==> config.mk <==
export PLATFORM = sky130hd
export DESIGN_NAME = marker_frame_deframer_checker_unit
export DESIGN_NICKNAME = d
export VERILOG_FILES = /design/src/rtl/core/mfd_pkg.sv /design/src/rtl/core/marker_frame_deframer_checker_unit.sv
export VERILOG_INCLUDE_DIRS = /design/src /design/src/rtl/core
export SDC_FILE = /design/constraint.sdc
export NUM_CORES = 1
export LEC_CHECK = 0
export ABC_AREA = 1
export BUFFER_PORTS_ARGS = -buffer_cell sky130_fd_sc_hd__buf_4
export CAP_MARGIN = 20
export CORE_ASPECT_RATIO = 1.2
export CORE_MARGIN = 2
export CORE_UTILIZATION = 58
export DETAILED_ROUTE_END_ITERATION = 8
export PLACE_DENSITY = 0.83
export SLEW_MARGIN = 10
export SYNTH_ARGS = -nofsm -noshare
export SYNTH_HDL_FRONTEND = slang
export SYNTH_SLANG_ARGS = --single-unit
==> constraint.sdc <==
create_clock -name clk -period 4.78 [get_ports clk]
set_input_delay 0.956 -clock clk [delete_from_list [all_inputs] [get_ports clk]]
set_output_delay 0.956 -clock clk [all_outputs]
set_load 0.005 [all_outputs]
==> src/rtl/core/assert_macros.svh <==
// Assertion macros shared by the RTL that checks itself.
`ifndef ASSERT_MACROS_SVH
`define ASSERT_MACROS_SVH

// The consequent must hold in the same cycle as the antecedent.
`define ASSERT_SAME_CYCLE(lbl, clk, rst, ante, cons, msg) \
  lbl: assert property (@(posedge clk) disable iff (rst) (ante) |-> (cons)) else $error(msg);

// The consequent must hold in the cycle after the antecedent.
`define ASSERT_NEXT_CYCLE(lbl, clk, rst, ante, cons, msg) \
  lbl: assert property (@(posedge clk) disable iff (rst) (ante) |=> (cons)) else $error(msg);

`endif

==> src/rtl/core/mfd_pkg.sv <==
package mfd_pkg;

  typedef enum logic [4:0] {
    PH_HUNT = 5'b00001,
    PH_LEN  = 5'b00010,
    PH_HDR  = 5'b00100,
    PH_CSUM = 5'b01000,
    PH_DATA = 5'b10000
  } phase_t;

  typedef enum logic [1:0] {
    ST_GOOD       = 2'd0,
    ST_MISMATCH   = 2'd1,
    ST_OVER_LIMIT = 2'd2
  } status_t;

  localparam logic [0:0] REG_MARKER_VALUE = 1'b0;
  localparam logic [0:0] REG_MAX_PAYLOAD  = 1'b1;

  localparam logic [7:0] MARKER_RESET      = 8'h7E;
  localparam logic [7:0] MAX_PAYLOAD_RESET = 8'd127;

endpackage

==> src/rtl/core/marker_frame_deframer_checker_unit.sv <==
// Channel   Direction  Handshake                 Payload
// input     in         in_valid / in_ready       rx_byte
// output    out        out_valid / out_ready     payload_byte, has_byte, seq_number,
//                                                frame_type, is_last, status
// config    in         cfg_write_en              cfg_index, cfg_data
//
// One input transaction is taken per cycle while in_ready is high; its result,
// if any, appears in the output register in the cycle after acceptance.
// The frame state and the output register are updated in the same single pass.
// A new transaction is taken while the output register is empty or being drained.
// Reset is synchronous and returns the block to hunting for the marker.
`include "assert_macros.svh"

module marker_frame_deframer_checker_unit (
  input  logic       clk,
  input  logic       rst,
  input  logic       in_valid,
  output logic       in_ready,
  input  logic [7:0] rx_byte,
  output logic       out_valid,
  input  logic       out_ready,
  output logic [7:0] payload_byte,
  output logic       has_byte,
  output logic [4:0] seq_number,
  output logic [3:0] frame_type,
  output logic       is_last,
  output logic [1:0] status,
  input  logic       cfg_write_en,
  input  logic [0:0] cfg_index,
  input  logic [7:0] cfg_data
);

  logic [7:0] marker_value;
  logic [7:0] max_payload;

  mfd_pkg::phase_t phase, phase_next;
  logic [7:0] bytes_left, bytes_left_next;
  logic [7:0] header_seq_type, header_seq_type_next;
  logic [7:0] received_sum, received_sum_next;
  logic [7:0] running_sum, running_sum_next;

  logic       emit;
  logic [7:0] res_byte;
  logic       res_has;
  logic       res_hdr;
  logic       res_last;
  logic [1:0] res_status;
  logic [7:0] sum_plus;
  logic [7:0] left_minus;
  logic [7:0] hdr_sel;
  logic       accept;

  assign in_ready = !out_valid || out_ready;
  assign accept   = in_valid && in_ready;

  assign sum_plus   = running_sum + rx_byte;
  assign left_minus = bytes_left - 8'd1;

  always_comb begin
    phase_next           = phase;
    bytes_left_next      = bytes_left;
    header_seq_type_next = header_seq_type;
    received_sum_next    = received_sum;
    running_sum_next     = running_sum;
    emit                 = 1'b0;
    res_byte             = 8'd0;
    res_has              = 1'b0;
    res_hdr              = 1'b0;
    res_last             = 1'b0;
    res_status           = mfd_pkg::ST_GOOD;
    case (phase)
      mfd_pkg::PH_LEN: begin
        if (rx_byte > max_payload) begin
          phase_next      = mfd_pkg::PH_HUNT;
          bytes_left_next = 8'd0;
          emit            = 1'b1;
          res_last        = 1'b1;
          res_status      = mfd_pkg::ST_OVER_LIMIT;
        end else begin
          bytes_left_next  = rx_byte;
          running_sum_next = rx_byte;
          phase_next       = mfd_pkg::PH_HDR;
        end
      end
      mfd_pkg::PH_HDR: begin
        header_seq_type_next = rx_byte;
        running_sum_next     = sum_plus;
        phase_next           = mfd_pkg::PH_CSUM;
      end
      mfd_pkg::PH_CSUM: begin
        received_sum_next = rx_byte;
        if (bytes_left == 8'd0) begin
          phase_next = mfd_pkg::PH_HUNT;
          emit       = 1'b1;
          res_hdr    = 1'b1;
          res_last   = 1'b1;
          res_status = (running_sum == rx_byte) ? mfd_pkg::ST_GOOD : mfd_pkg::ST_MISMATCH;
        end else begin
          phase_next = mfd_pkg::PH_DATA;
        end
      end
      mfd_pkg::PH_DATA: begin
        running_sum_next = sum_plus;
        bytes_left_next  = left_minus;
        emit             = 1'b1;
        res_byte         = rx_byte;
        res_has          = 1'b1;
        res_hdr          = 1'b1;
        if (left_minus == 8'd0) begin
          phase_next = mfd_pkg::PH_HUNT;
          res_last   = 1'b1;
          res_status = (sum_plus == received_sum) ? mfd_pkg::ST_GOOD : mfd_pkg::ST_MISMATCH;
        end
      end
      default: begin
        phase_next = (rx_byte == marker_value) ? mfd_pkg::PH_LEN : mfd_pkg::PH_HUNT;
      end
    endcase
  end

  assign hdr_sel = res_hdr ? header_seq_type : 8'd0;

  always_ff @(posedge clk) begin
    if (rst) begin
      marker_value <= mfd_pkg::MARKER_RESET;
      max_payload  <= mfd_pkg::MAX_PAYLOAD_RESET;
    end else if (cfg_write_en) begin
      case (cfg_index)
        mfd_pkg::REG_MARKER_VALUE: marker_value <= cfg_data;
        mfd_pkg::REG_MAX_PAYLOAD:  max_payload  <= cfg_data;
        default: begin
        end
      endcase
    end
  end

  always_ff @(posedge clk) begin
    if (rst) begin
      phase           <= mfd_pkg::PH_HUNT;
      bytes_left      <= 8'd0;
      header_seq_type <= 8'd0;
      received_sum    <= 8'd0;
      running_sum     <= 8'd0;
    end else if (accept) begin
      phase           <= phase_next;
      bytes_left      <= bytes_left_next;
      header_seq_type <= header_seq_type_next;
      received_sum    <= received_sum_next;
      running_sum     <= running_sum_next;
    end
  end

  always_ff @(posedge clk) begin
    if (rst) begin
      out_valid <= 1'b0;
    end else if (in_ready) begin
      out_valid <= accept && emit;
    end
  end

  always_ff @(posedge clk) begin
    if (accept && emit) begin
      payload_byte <= res_byte;
      has_byte     <= res_has;
      seq_number   <= hdr_sel[7:3];
      frame_type   <= hdr_sel[3:0];
      is_last      <= res_last;
      status       <= res_status;
    end
  end

  `ASSERT_SAME_CYCLE(a_empty_is_last, clk, rst, out_valid && !has_byte, is_last, "Empty result not final.")
  `ASSERT_SAME_CYCLE(a_status_only_last, clk, rst, out_valid && (status != mfd_pkg::ST_GOOD), is_last && (status != 2'd3), "Bad status on a non-final result.")
  `ASSERT_SAME_CYCLE(a_abort_no_header, clk, rst, out_valid && (status == mfd_pkg::ST_OVER_LIMIT), (seq_number == 5'd0) && (frame_type == 4'd0) && !has_byte, "Aborted frame carries header or data.")
  `ASSERT_NEXT_CYCLE(a_hunt_silent, clk, rst, accept && (phase == mfd_pkg::PH_HUNT), !out_valid, "Result produced while hunting.")

endmodule
## Word level (Yosys, flattened, before mapping)

Index checks and enable logic that the tools add are counted.

- Bitwise operators: 1
- Add/subtract/negate cells: 2
- Equality and inequality tests: 9
- Muxes and demuxes: 22
- Reductions and logical operators: 16
- Magnitude comparators: 1

Operators with widths:

| operator | number |
|---|---|
| $pmux 8 s2 | 2 |
| $eq 8x8->1 | 3 |
| $pmux 5 s4 | 1 |
| $logic_not 8->1 | 2 |
| $mux 8 | 2 |
| $reduce_and 2->1 | 6 |
| $mux 5 | 2 |
| $add 8x8->8 | 1 |
| $gt 8x8->1 | 1 |
| $mux 1 | 8 |
| $sub 8x1->8 const B | 1 |
| $pmux 1 s3 | 2 |
| $pmux 2 s3 | 1 |
| $eq 5x2->1 const B | 1 |
| $eq 5x3->1 const B | 1 |
| $eq 5x4->1 const B | 1 |
| $eq 5x5->1 const B | 1 |
| $mux 2 | 2 |
| $ne 2x2->1 const B | 2 |
| $reduce_bool 2->1 | 2 |
| $mux 3 | 1 |
| $reduce_and 3->1 | 1 |
| $logic_and 1x1->1 | 2 |
| $pmux 1 s2 | 1 |
| other kinds (4) | 4 |

- Input bits: 22
- Output and inout port bits: 23
- Register bits after elaboration: 74
- Logic and storage cells: 66

## Depth between registers and ports, before layout

Gate-level depths: netlist (run 1).

- Word-level depth: 5
- Gate-level depth with buffers: 15
- Mapped depth without buffers: 15

## Least setup slack after synthesis (run 1)

No wires, ideal clock.

- Path type: input-to-reg
- From: input rx_byte[1]
- To: register frame_type[0], enable pin
- Data required time: 4.405 ns
- Setup time: 0.375 ns
- Arrival: 2.201 ns
- Cell stages on the path: 11
- Setup slack: 2.204 ns
- Path through: ha_1 > inv_1 > nor2_1 > o21ai_0 > nand2_1 > nand2_1 > nand2_1 > nand3_2 > nand2_1 > nand2_1 > inv_1

- Word-level cells in the longest chain between the ends: 4

RTL lines:

| element | RTL line | text |
|---|---|---|
| start, declared | marker_frame_deframer_checker_unit.sv:19 | `input logic [7:0] rx_byte,` |
| $gt 8x8->1 | marker_frame_deframer_checker_unit.sv:73 | `if (rx_byte > max_payload) begin` |
| $mux 1 | marker_frame_deframer_checker_unit.sv:73 |  |
| $pmux 1 s3 | marker_frame_deframer_checker_unit.sv:71 | `case (phase)` |
| $logic_and 1x1->1 | marker_frame_deframer_checker_unit.sv:162 | `if (accept && emit) begin` |
| end signal, assigned | marker_frame_deframer_checker_unit.sv:166 | `frame_type <= hdr_sel[3:0];` |
| end, declared | marker_frame_deframer_checker_unit.sv:25 | `output logic [3:0] frame_type,` |

No other way between the ends.
A chain may end at the register's enable or synchronous reset.

## Worst setup path in the final report (run 1)

- From: input rx_byte[1]
- To: register payload_byte[4], enable pin

- Word-level cells in the longest chain between the ends: 4

RTL lines:

| element | RTL line | text |
|---|---|---|
| $gt 8x8->1 | marker_frame_deframer_checker_unit.sv:73 |  |
| $mux 1 | marker_frame_deframer_checker_unit.sv:73 |  |
| $pmux 1 s3 | marker_frame_deframer_checker_unit.sv:71 |  |
| $logic_and 1x1->1 | marker_frame_deframer_checker_unit.sv:162 |  |
| end signal, assigned | marker_frame_deframer_checker_unit.sv:163 | `payload_byte <= res_byte;` |
| end, declared | marker_frame_deframer_checker_unit.sv:22 | `output logic [7:0] payload_byte,` |

No other way between the ends.

==> impl_results.md, run 1 <==
* Lkg Pwr at 2.12 nW
* Tcrit/Tclk final at about three fifths
* Least-Margin Pin Slew at 795 ps
* Detailed Place HPWL at between 7000 and 8000 microns
* Maxcap violations at 0
* Top cells by count, synth: 102 x nand2_1, 64 x nor2_1, 62 x inv_1
* HP Class: reg2reg
* Crit path DAT at approximately 2800 ps
* Worst Hold End: header_seq_type[4]
* Element type at the critical path start: input pin
* Crit-path max cell delay at 540 ps
* Synth area leaders: dfxtp_1 27%, edfxtp_1 15%, nand2_1 9.7%, nand3_1 6.3%, nor2_1 6.1%
* RSZ-0062 raised after global routing: no
* WS Path Type: in2reg
* Final Max Slew Viols at 0
* Bufs on Longest Clock Path at 2
* Ys Warns at 0
* R2r setup slk at 2160 ps
* First-pass GRT wire length at roughly 15,000 microns
* FP Rows at 32
* R2r endpoint: payload_byte[4]
* Synth top area share at 27.3%
* Chip Height at 94.5 microns
* Data required, critical path at about 4800 ps
* CP max FO at 20
* Worst reg2reg path depth at 7
* CP endpoint kind: flop
* Status: finished clean
* WP depth at 12
* Antenna violations before repair at 0
* # port buffers at 44
* Clock root cell: clkbuf_8
* Clock Sinks at 74
* DRT iter0 DRCs at 340
* Syn Inst Count at 524
* GPL Wtd Cong at approximately 0.96
* Crit-path leading delay family: buffers and inverters
* Largest net degree at the start of global routing at 30
* Antenna-violating nets left at 0
* Area added between synthesis and finish at 14.5%
* Most used cell, CP: nand2_1
* WHS Path Cells at 2
* Ant diodes at 0
* CP max-delay cell: inv_1
* IO Pins at 45
* Critical-path cell list: buf_4 -> ha_1 -> inv_1 -> nor2_1 -> o21ai_0 -> nand2_1 -> nand2_1 -> nand2_1 -> nand3_2 -> nand2_1 -> nand2_1 -> inv_1
* Post-synth EDFFs at 20
* Layout Nets at 608
* Worst skew pair latency at 360 ps
* Sequential element share of the synthesized area at between 40% and 50%
* Post-CTS sizing at 0
* Seq cells post-synth at 74
* Top_reg_cell synth: dfxtp_1
* Inserted Clock Buffers at 9
* Fin Setup TNS at 0 ps
* CTS tree: built
* FFs w/ async S/R, synth at 0%
* Core Region at 6530 sq um
* H-Tree Depth at 3
* Cell Area, Synth at 3960 sq um
* Final-report setup violation count at 0
* Average wire per standard cell at 14.3 microns
* Fin. Hold Viols at 0
* GRT Residual Overflow at 0
* Global-route usage over all layers at 26.7%
* Post-Route WL at 9410 microns
* Tmin final at 2810 ps
* Fraction of layout cells with a size suffix above 1 at 14.3%
* Vias per cell at between 5 and 6
* Pwr Density at 284 nW/um^2
* Syn nets at 565
* Reg2reg start: phase[0]
* Synth unique cells at 31
* Cts hold-fix bufs at 0
* Buf+Inv Stages, Crit Path at 3
* Syn_area_per_cell at 7.55 sq um
* Die area at 7500 sq um
* Via count of the first global-routing pass at between 3,000 and 4,000
* Worst min-delay path startpoint: header_seq_type[4]
* Max Fclk at 356 MHz
* # Post-CTS Setup Buffers at 0
* Setup Skew at between 10 and 15 ps
* Max-slew headroom at between 40% and 50%
* Dominant cell type by area after synthesis: dfxtp_1
* Detailed-router iteration count before antenna repair at 5
* Routed vias at about 3,600
* Die width at roughly 79 microns
* Fin Hold WS at 467 ps
* Worst vdd ir at around 0.19 mV
* Clock transition at path regs at 80 ps
* Most common cell in the netlist: nand2_1
* Initial cell density of the core at 60.6%
* DRC viols at 0
-- tightest hold or removal path, cell delays in order (launching register included) --
cell,delay (ps)
dfxtp_1,300
inv_1,60
a21oi_1,60
-- registers in the layout (all words and copies together), names as in the netlist, 5 cells and up --
name,flops
phase,5
bytes_left,8
payload_byte,8
max_payload,8
header_seq_type,8
received_sum,8
running_sum,8
seq_number,5
marker_value,8
-- where the power goes --
group / switching [mW] / total (mW) / internal [mW]
clock: 0.240 / 0.479 / 0.240
sequential: 0.00771 / 0.661 / 0.653
combinational: 0.0907 / 0.146 / 0.0552
total: 0.338 / 1.29 / 0.948
-- layer usage --
layer  vias up  track usage (%)  share of wire [%]
li1       1810                -                  -
met1      1661             32.9                 42
met2       133             45.9                 49
met3        22             4.30                5.3
met4         0             11.9                2.9
met5         -                0                  0
-- area by class of cell --
cell class                 count  area [sq um]
tap                           85           106
inverter                      65           246
clock buffer                   9           124
multi-input combinational    372          1970
clock inverter                 7          68.8
timing repair buffer          45           338
fill                         537          2000
sequential                    74          1680
-- cells by family after synthesis --
family / share of synthesized area [%]
xor gates and xnor gates: 3.45
adders and majority gates: 6.20
and+or+nand+nor: 27.6
AOI/OAI and AO/OA: 12.4
DFF: 42.5
buffers and inverters: 7.81
-- worst max-delay path by stage --
stage	from	to
floorplan	rx_byte[1]	frame_type[0]
global placement	rx_byte[7]	status[0]
detailed placement	rx_byte[1]	payload_byte[5]
CTS	rx_byte[1]	status[0]
global route	rx_byte[1]	payload_byte[5]
finish	rx_byte[1]	payload_byte[4]
-- layout by cell type, fill, tap and decap left out, types with 3 or more instances in the layout --
cell and instances:
nand2_1 102, nor2_1 64, inv_1 62, dfxtp_1 54, nand3_1 50, buf_4 45
o21ai_0 43, a21oi_1 40, edfxtp_1 20, ha_1 18, clkbuf_8 9, xnor2_1 8
nand4_1 7, nor2_2 7, o211ai_1 6, xor2_1 5, nand3_2 4, nand2_2 4
nand3b_1 3, clkinv_2 3
-- metrics by stage --
stage	instance area, sq um	setup WS [ps]	power (mW)	cells	util (%)
after detailed placement	4340	1690	0.819	641	66.5
after global routing	4530	1810	1.34	657	69.4
after floorplan	3960	2200	0.769	524	-
after global placement	4340	1820	0.814	641	66.5
after CTS	4530	1980	1.29	657	69.4
final	4530	1970	1.29	657	69.4
Power figures use the tool's default switching activity.
==> run 2: changes to the inputs <==
Settings changed: CORE_UTILIZATION 58 to 53, PLACE_DENSITY 0.83 to 0.8.
Clock period 4.78 ns to 2.4 ns, I/O delays scaled along.
==> impl_results.md, run 2 (same netlist as run 1, synthesis figures left out) <==
* HP Class: in2reg (was reg2reg)
* Switching portion of total power at 28.3% (was 26.3%)
* Detailed-router iteration count before antenna repair at 5 (unchanged)
* Via count of the first global-routing pass at 3,402 (was 3,367)
* Pwr Density at 547 nW/um^2 (was 284 nW/um^2)
* Die width at 82.9 microns (was 79.4 microns)
* Least-Margin Pin Slew at 554 ps (was 795 ps)
* Inserted Clock Buffers at 9 (unchanged)
* Ant diodes at 0 (unchanged)
* Final-report setup violation count at 0 (unchanged)
* Clock Sinks at 74 (unchanged)
* RSZ-0062 raised after global routing: no (unchanged)
* Lkg Pwr at 2.15 nW (was 2.12 nW)
* R2r setup slk at 320 ps (was 2160 ps)
* Initial cell density of the core at 54.7% (was 60.6%)
* Non-filler cells, final at 669 (was 657)
* R2r endpoint: status[0] (was payload_byte[4])
* Antenna-violating nets left at 0 (unchanged)
* Placed insts at 653 (was 641)
* Global-route usage over all layers at 23.3% (was 26.7%)
* Average wire per standard cell at 13.8 microns (was 14.3 microns)
* Worst Hold End: phase[4] (was header_seq_type[4])
* Max-slew headroom at 63.0% (was 46.9%)
* Worst reg2reg path depth at 12 (was 7)
* CP endpoint kind: flop (unchanged)
* Worst min-delay path startpoint: rst (was header_seq_type[4])
* Setup Skew at 13.2 ps (was 13.0 ps)
* Chip Height at 98.6 microns (was 94.5 microns)
* Element type at the critical path start: flop (was input pin)
* Int Power at 1.81 mW (was 0.948 mW)
* Comb power frac at 11.6% (was 11.3%)
* Worst skew pair latency at 360 ps (about the same)
* Fin Setup TNS at 0 ps (unchanged)
* Fraction of layout cells with a size suffix above 1 at 15.4% (was 14.3%)
* Post-CTS sizing at 0 (unchanged)
* Fin. Hold Viols at 0 (unchanged)
* H-Tree Depth at 3 (unchanged)
* Status: finished clean (unchanged)
* P_sw at 0.714 mW (was 0.338 mW)
* WHS Path Cells at 2 (unchanged)
* Bufs on Longest Clock Path at 2 (unchanged)
* Worst vdd ir at 0.356 mV (was 0.188 mV)
* Data required, critical path at 2500 ps (was 4760 ps)
* Tcrit/Tclk final at 86.7%
* Area added between synthesis and finish at 16.4% (was 14.5%)
* Max Fclk at a little under 500 MHz
* Core Region at 7230 sq um (was 6530 sq um)
* Die area at 8170 sq um (was 7500 sq um)
* First-pass GRT wire length at 15,300 microns (was 15,400 microns)
* GRT Residual Overflow at 0 (unchanged)
* Clock power share at 36.2% (was 37.3%)
* Crit path DAT at 2180 ps (was 2790 ps)
* DRC viols at 0 (unchanged)
* Commonest cells after routing, fill and taps aside: 102 x nand2_1, 64 x nor2_1, 62 x inv_1 (unchanged)
* Cts hold-fix bufs at 0 (unchanged)
* Maxcap violations at 0 (unchanged)
* WS Path Type: reg2reg (was in2reg)
* Reg2reg start: running_sum[0] (was phase[0])
* Largest net degree at the start of global routing at 33 (was 30)
* Post-Route WL at 9250 microns (was 9410 microns)
* Antenna violations before repair at 0 (unchanged)
* Final Max Slew Viols at 0 (unchanged)
* GPL Wtd Cong at 0.950 (was 0.956)
* CP max FO at 3 (was 20)
* Routed vias at 3,625 (was 3,626)
* DRT iter0 DRCs at 294 (was 340)
* Tmin final at 2080 ps
* Detailed Place HPWL at 6740 microns (was 7050 microns)
* # port buffers at 44 (unchanged)
* Reg power frac at 52.2% (was 51.4%)
* FP Rows at 34 (was 32)
* # Post-CTS Setup Buffers at 0 (unchanged)
* Clock root cell: clkbuf_8 (unchanged)
* Commonest non-fill, non-tap cell in the layout: nand2_1 (unchanged)
* Layout Nets at 615 (was 608)
* Clock transition at path regs at 90 ps (was 80 ps)
* Vias per cell at 5.42 (was 5.52)
* IO Pins at 45 (unchanged)
* CTS tree: built (unchanged)
run 2: power groups by stage:
stage	Sequential, mW	Clock [mW]	Combinational (mW)
6_report	1.32	0.912	0.293
4_1_cts	1.32	0.926	0.291
3_3_place_gp	1.34	0	0.281
5_1_grt	1.32	0.988	0.329
3_5_place_dp	1.35	0	0.289
2_1_floorplan	1.34	0	0.190
run 2: final cells by class:
cell class	count	area, sq um
Clock inverter	7	61.3
Tap cell	90	113
Fill cell	654	2630
Timing Repair Buffer	52	415
Inverter	65	246
Multi-Input combinational cell	372	1970
Sequential cell	74	1680
Clock buffer	9	124
run 2: metrics by stage:
stage | worst slack [ps] | area, sq um | power (mW) | utilization (%) | hold WS (ps)
CTS | 331 | 4610 | 2.53 | 63.7 | 309
floorplan | 300 | 3960 | 1.53 | - | 430
finish | 319 | 4610 | 2.52 | 63.7 | 310
detailed placement | 38.3 | 4420 | 1.63 | 61.1 | 446
global placement | 88.8 | 4420 | 1.62 | 61.1 | 441
global route | 145 | 4610 | 2.64 | 63.7 | 306
run 2: worst max-delay path: stages, from the launching register on:
cell and delay (ps):
dfxtp_1 330, ha_1 210, fa_1 420, nand2_1 140, nand3_1 110, nand3_1 130, a21oi_1 80, nor2_1 110
nand2_1 60, nor2_1 100, nand2_1 60, nand2_1 50, nand2_1 40
run 2: worst max-delay path by stage:
stage                               from            end  slack, ps  depth (start not counted)
after floorplan               rx_byte[1]  frame_type[0]        300                         11
after global placement        rx_byte[0]      status[0]         90                         13
after detailed placement      rx_byte[0]      status[0]         40                         13
after CTS                 running_sum[0]      status[0]        330                         12
after global routing      running_sum[0]      status[0]        150                         12
final                     running_sum[0]      status[0]        320                         12
run 2: layer usage:
metal | track usage [%] | up-vias | routed length (microns)
met5 | 0 | - | 0
met4 | 8.45 | 0 | 178
met3 | 3.94 | 18 | 520
met2 | 41.4 | 109 | 4550
met1 | 28.4 | 1670 | 4000
li1 | - | 1828 | -
==> run 3: changes to the inputs <==
Settings changed: CELL_PAD_IN_SITES_DETAIL_PLACEMENT set to 0, CELL_PAD_IN_SITES_GLOBAL_PLACEMENT set to 1, CORE_UTILIZATION 53 to 39.
Clock period 2.4 ns to 1.7 ns, I/O delays scaled along.
==> impl_results.md, run 3 (same netlist as run 1, synthesis figures left out) <==
* CP endpoint kind: flop (unchanged)
* # port buffers at 44 (unchanged)
* Clock root cell: clkbuf_16 (was clkbuf_8)
* Layout Nets at 684 (was 615)
* Element type at the critical path start: flop (unchanged)
* Tcrit/Tclk final at 116% (was 86.7%)
* Worst vdd ir at 0.601 mV (was 0.356 mV)
* Tmin final at 1980 ps (was 2080 ps)
* Met2 Use GR at 33.8% (was 41.4%)
* Final Max Slew Viols at 0 (unchanged)
* Final-report setup violation count at 32 (was 0)
* Routed vias at 3,813 (was 3,625)
* Cts hold-fix bufs at 0 (unchanged)
* Chip Height at 114 microns (was 98.6 microns)
* Max-slew headroom at 72.9% (was 63.0%)
* HP Class: in2reg (unchanged)
* Multi-input combinational cell area at 2260 sq um (was 1970 sq um)
* WS Path Type: reg2reg (unchanged)
* Global-route usage over all layers at 21.1% (was 23.3%)
* First-pass GRT wire length at 17,800 microns (was 15,300 microns)
* Pwr Density at 797 nW/um^2 (was 547 nW/um^2)
* Worst skew pair latency at 340 ps (was 360 ps)
* Placement Cell Area at 4960 sq um (was 4420 sq um)
* Met3 Use GR at 3.42% (was 3.94%)
* Clock Sinks at 74 (unchanged)
* Initial cell density of the core at 39.7% (was 54.7%)
* FF+latch area at 1700 sq um (was 1680 sq um)
* FP Rows at 40 (was 34)
* GRT met1 Usage at 29.0% (was 28.4%)
* Largest net degree at the start of global routing at 51 (was 33)
* GPL Wtd Cong at 0.868 (was 0.950)
* Max Fclk at 505 MHz (was 481 MHz)
* Post-Route WL at 11,000 microns (was 9250 microns)
* Ant diodes at 0 (unchanged)
* Antenna violations before repair at 0 (unchanged)
* Lkg Pwr at 2.63 nW (was 2.15 nW)
* Vias per cell at 4.93 (was 5.42)
* Die area at 11,000 sq um (was 8170 sq um)
* Data required, critical path at 1780 ps (was 2500 ps)
* Least-Margin Pin Slew at 401 ps (was 554 ps)
* Fin. Hold Viols at 0 (unchanged)
* Detailed Place HPWL at 7760 microns (was 6740 microns)
* Bufs on Longest Clock Path at 2 (unchanged)
* DRC viols at 0 (unchanged)
* Status: complete, but fails checks (was finished clean)
* RSZ-0062 raised after global routing: yes (was no)
* Maxcap violations at 0 (unchanged)
* Commonest non-fill, non-tap cell in the layout: buf_4 (was nand2_1)
* DRT iter0 DRCs at 186 (was 294)
* Core Region at 9960 sq um (was 7230 sq um)
* Most Crowded Layer GR: met2 (unchanged)
* CP max FO at 2 (was 3)
* Crit path DAT at 2060 ps (was 2180 ps)
* Commonest cells after routing, fill and taps aside: 99 x buf_4, 92 x nand2_1, 59 x nor2_1 (was 102 x nand2_1, 64 x nor2_1, 62 x inv_1)
* H-Tree Depth at 3 (unchanged)
* Inserted Clock Buffers at 9 (unchanged)
* Final WS setup at -278 ps (was 319 ps)
* Failing checks: negative setup slack
* Fin Setup TNS at -4090 ps (was 0 ps)
* Via count of the first global-routing pass at 3,650 (was 3,402)
* Detailed-router iteration count before antenna repair at 4 (was 5)
* Fraction of layout cells with a size suffix above 1 at 34.6% (was 15.4%)
* Setup Skew at 3.74 ps (was 13.2 ps)
* Clock transition at path regs at 60 ps (was 90 ps)
* CTS tree: built (unchanged)
* IO Pins at 45 (unchanged)
* Antenna-violating nets left at 0 (unchanged)
* Average wire per standard cell at 14.2 microns (was 13.8 microns)
* Post-layout instance area at 5730 sq um (was 4610 sq um)
* FILL cells at 909 (was 654)
* Area added between synthesis and finish at 44.9% (was 16.4%)
* GRT Residual Overflow at 0 (unchanged)
* Die width at 95.9 microns (was 82.9 microns)
==> run 3: worst paths after layout <==
path | slack (ps) | startpoint | endpoint | cells after the start
min reg2reg | 450 | header_seq_type[7] | header_seq_type[7] | 2
min | 210 | rst | out_valid | 2
max | -280 | running_sum[0] | status[0] | 12
max reg2reg | -280 | running_sum[0] | status[0] | 12
==> run 3: routing by layer <==
metal  wire (microns)  part of all wire [%]
met1             5070                    46
met2             5230                    48
met3              474                   4.3
met4              195                   1.8
met5                0                     0
==> run 3: layout make-up <==
cell class / count / share of cell area (%)
tap: 126 / 2.75
sequential: 74 / 29.6
timing repair buffer: 120 / 17.9
timing repair inverter: 1 / 0.196
inverter: 65 / 4.45
multi-input combinational: 372 / 39.4
clock inverter: 6 / 1.57
clock buffer: 10 / 4.17
==> run 3: power breakdown <==
part / internal, mW / switching (mW) / total [mW]
combinational: 0.296 / 0.323 / 0.620
sequential: 1.84 / 0.0252 / 1.87
clock: 1.33 / 0.757 / 2.08
==> run 3: timing repair <==
item,CTS,global route
setup endpoints to repair,31,44
resized for setup,51,39
setup buffers,15,3
cloned,3,0
pin swaps,9,11
==> run 3: critical path, cell delays in order (launching register included) <==
cell     delay (ps)
dfxtp_2         330
ha_4            160
fa_2            540
xnor2_1         120
nand2_1          70
nor2_1           90
nand2_1          60
nor2_1           80
nand2_1          50
nor2_1           80
nand2_1          60
nand2_1          50
nand2_1          40
==> run 3: metrics by stage <==
step	total power [mW]	hold WS, ps	utilization [%]	setup slack, ps	std cells
floorplan	2.18	407	-	-175	524
global placement	2.41	439	49.8	-435	740
detailed placement	2.42	446	49.8	-462	740
CTS	4.55	207	56.4	-277	774
global route	4.76	211	57.6	-420	774
finish	4.57	210	57.6	-278	774
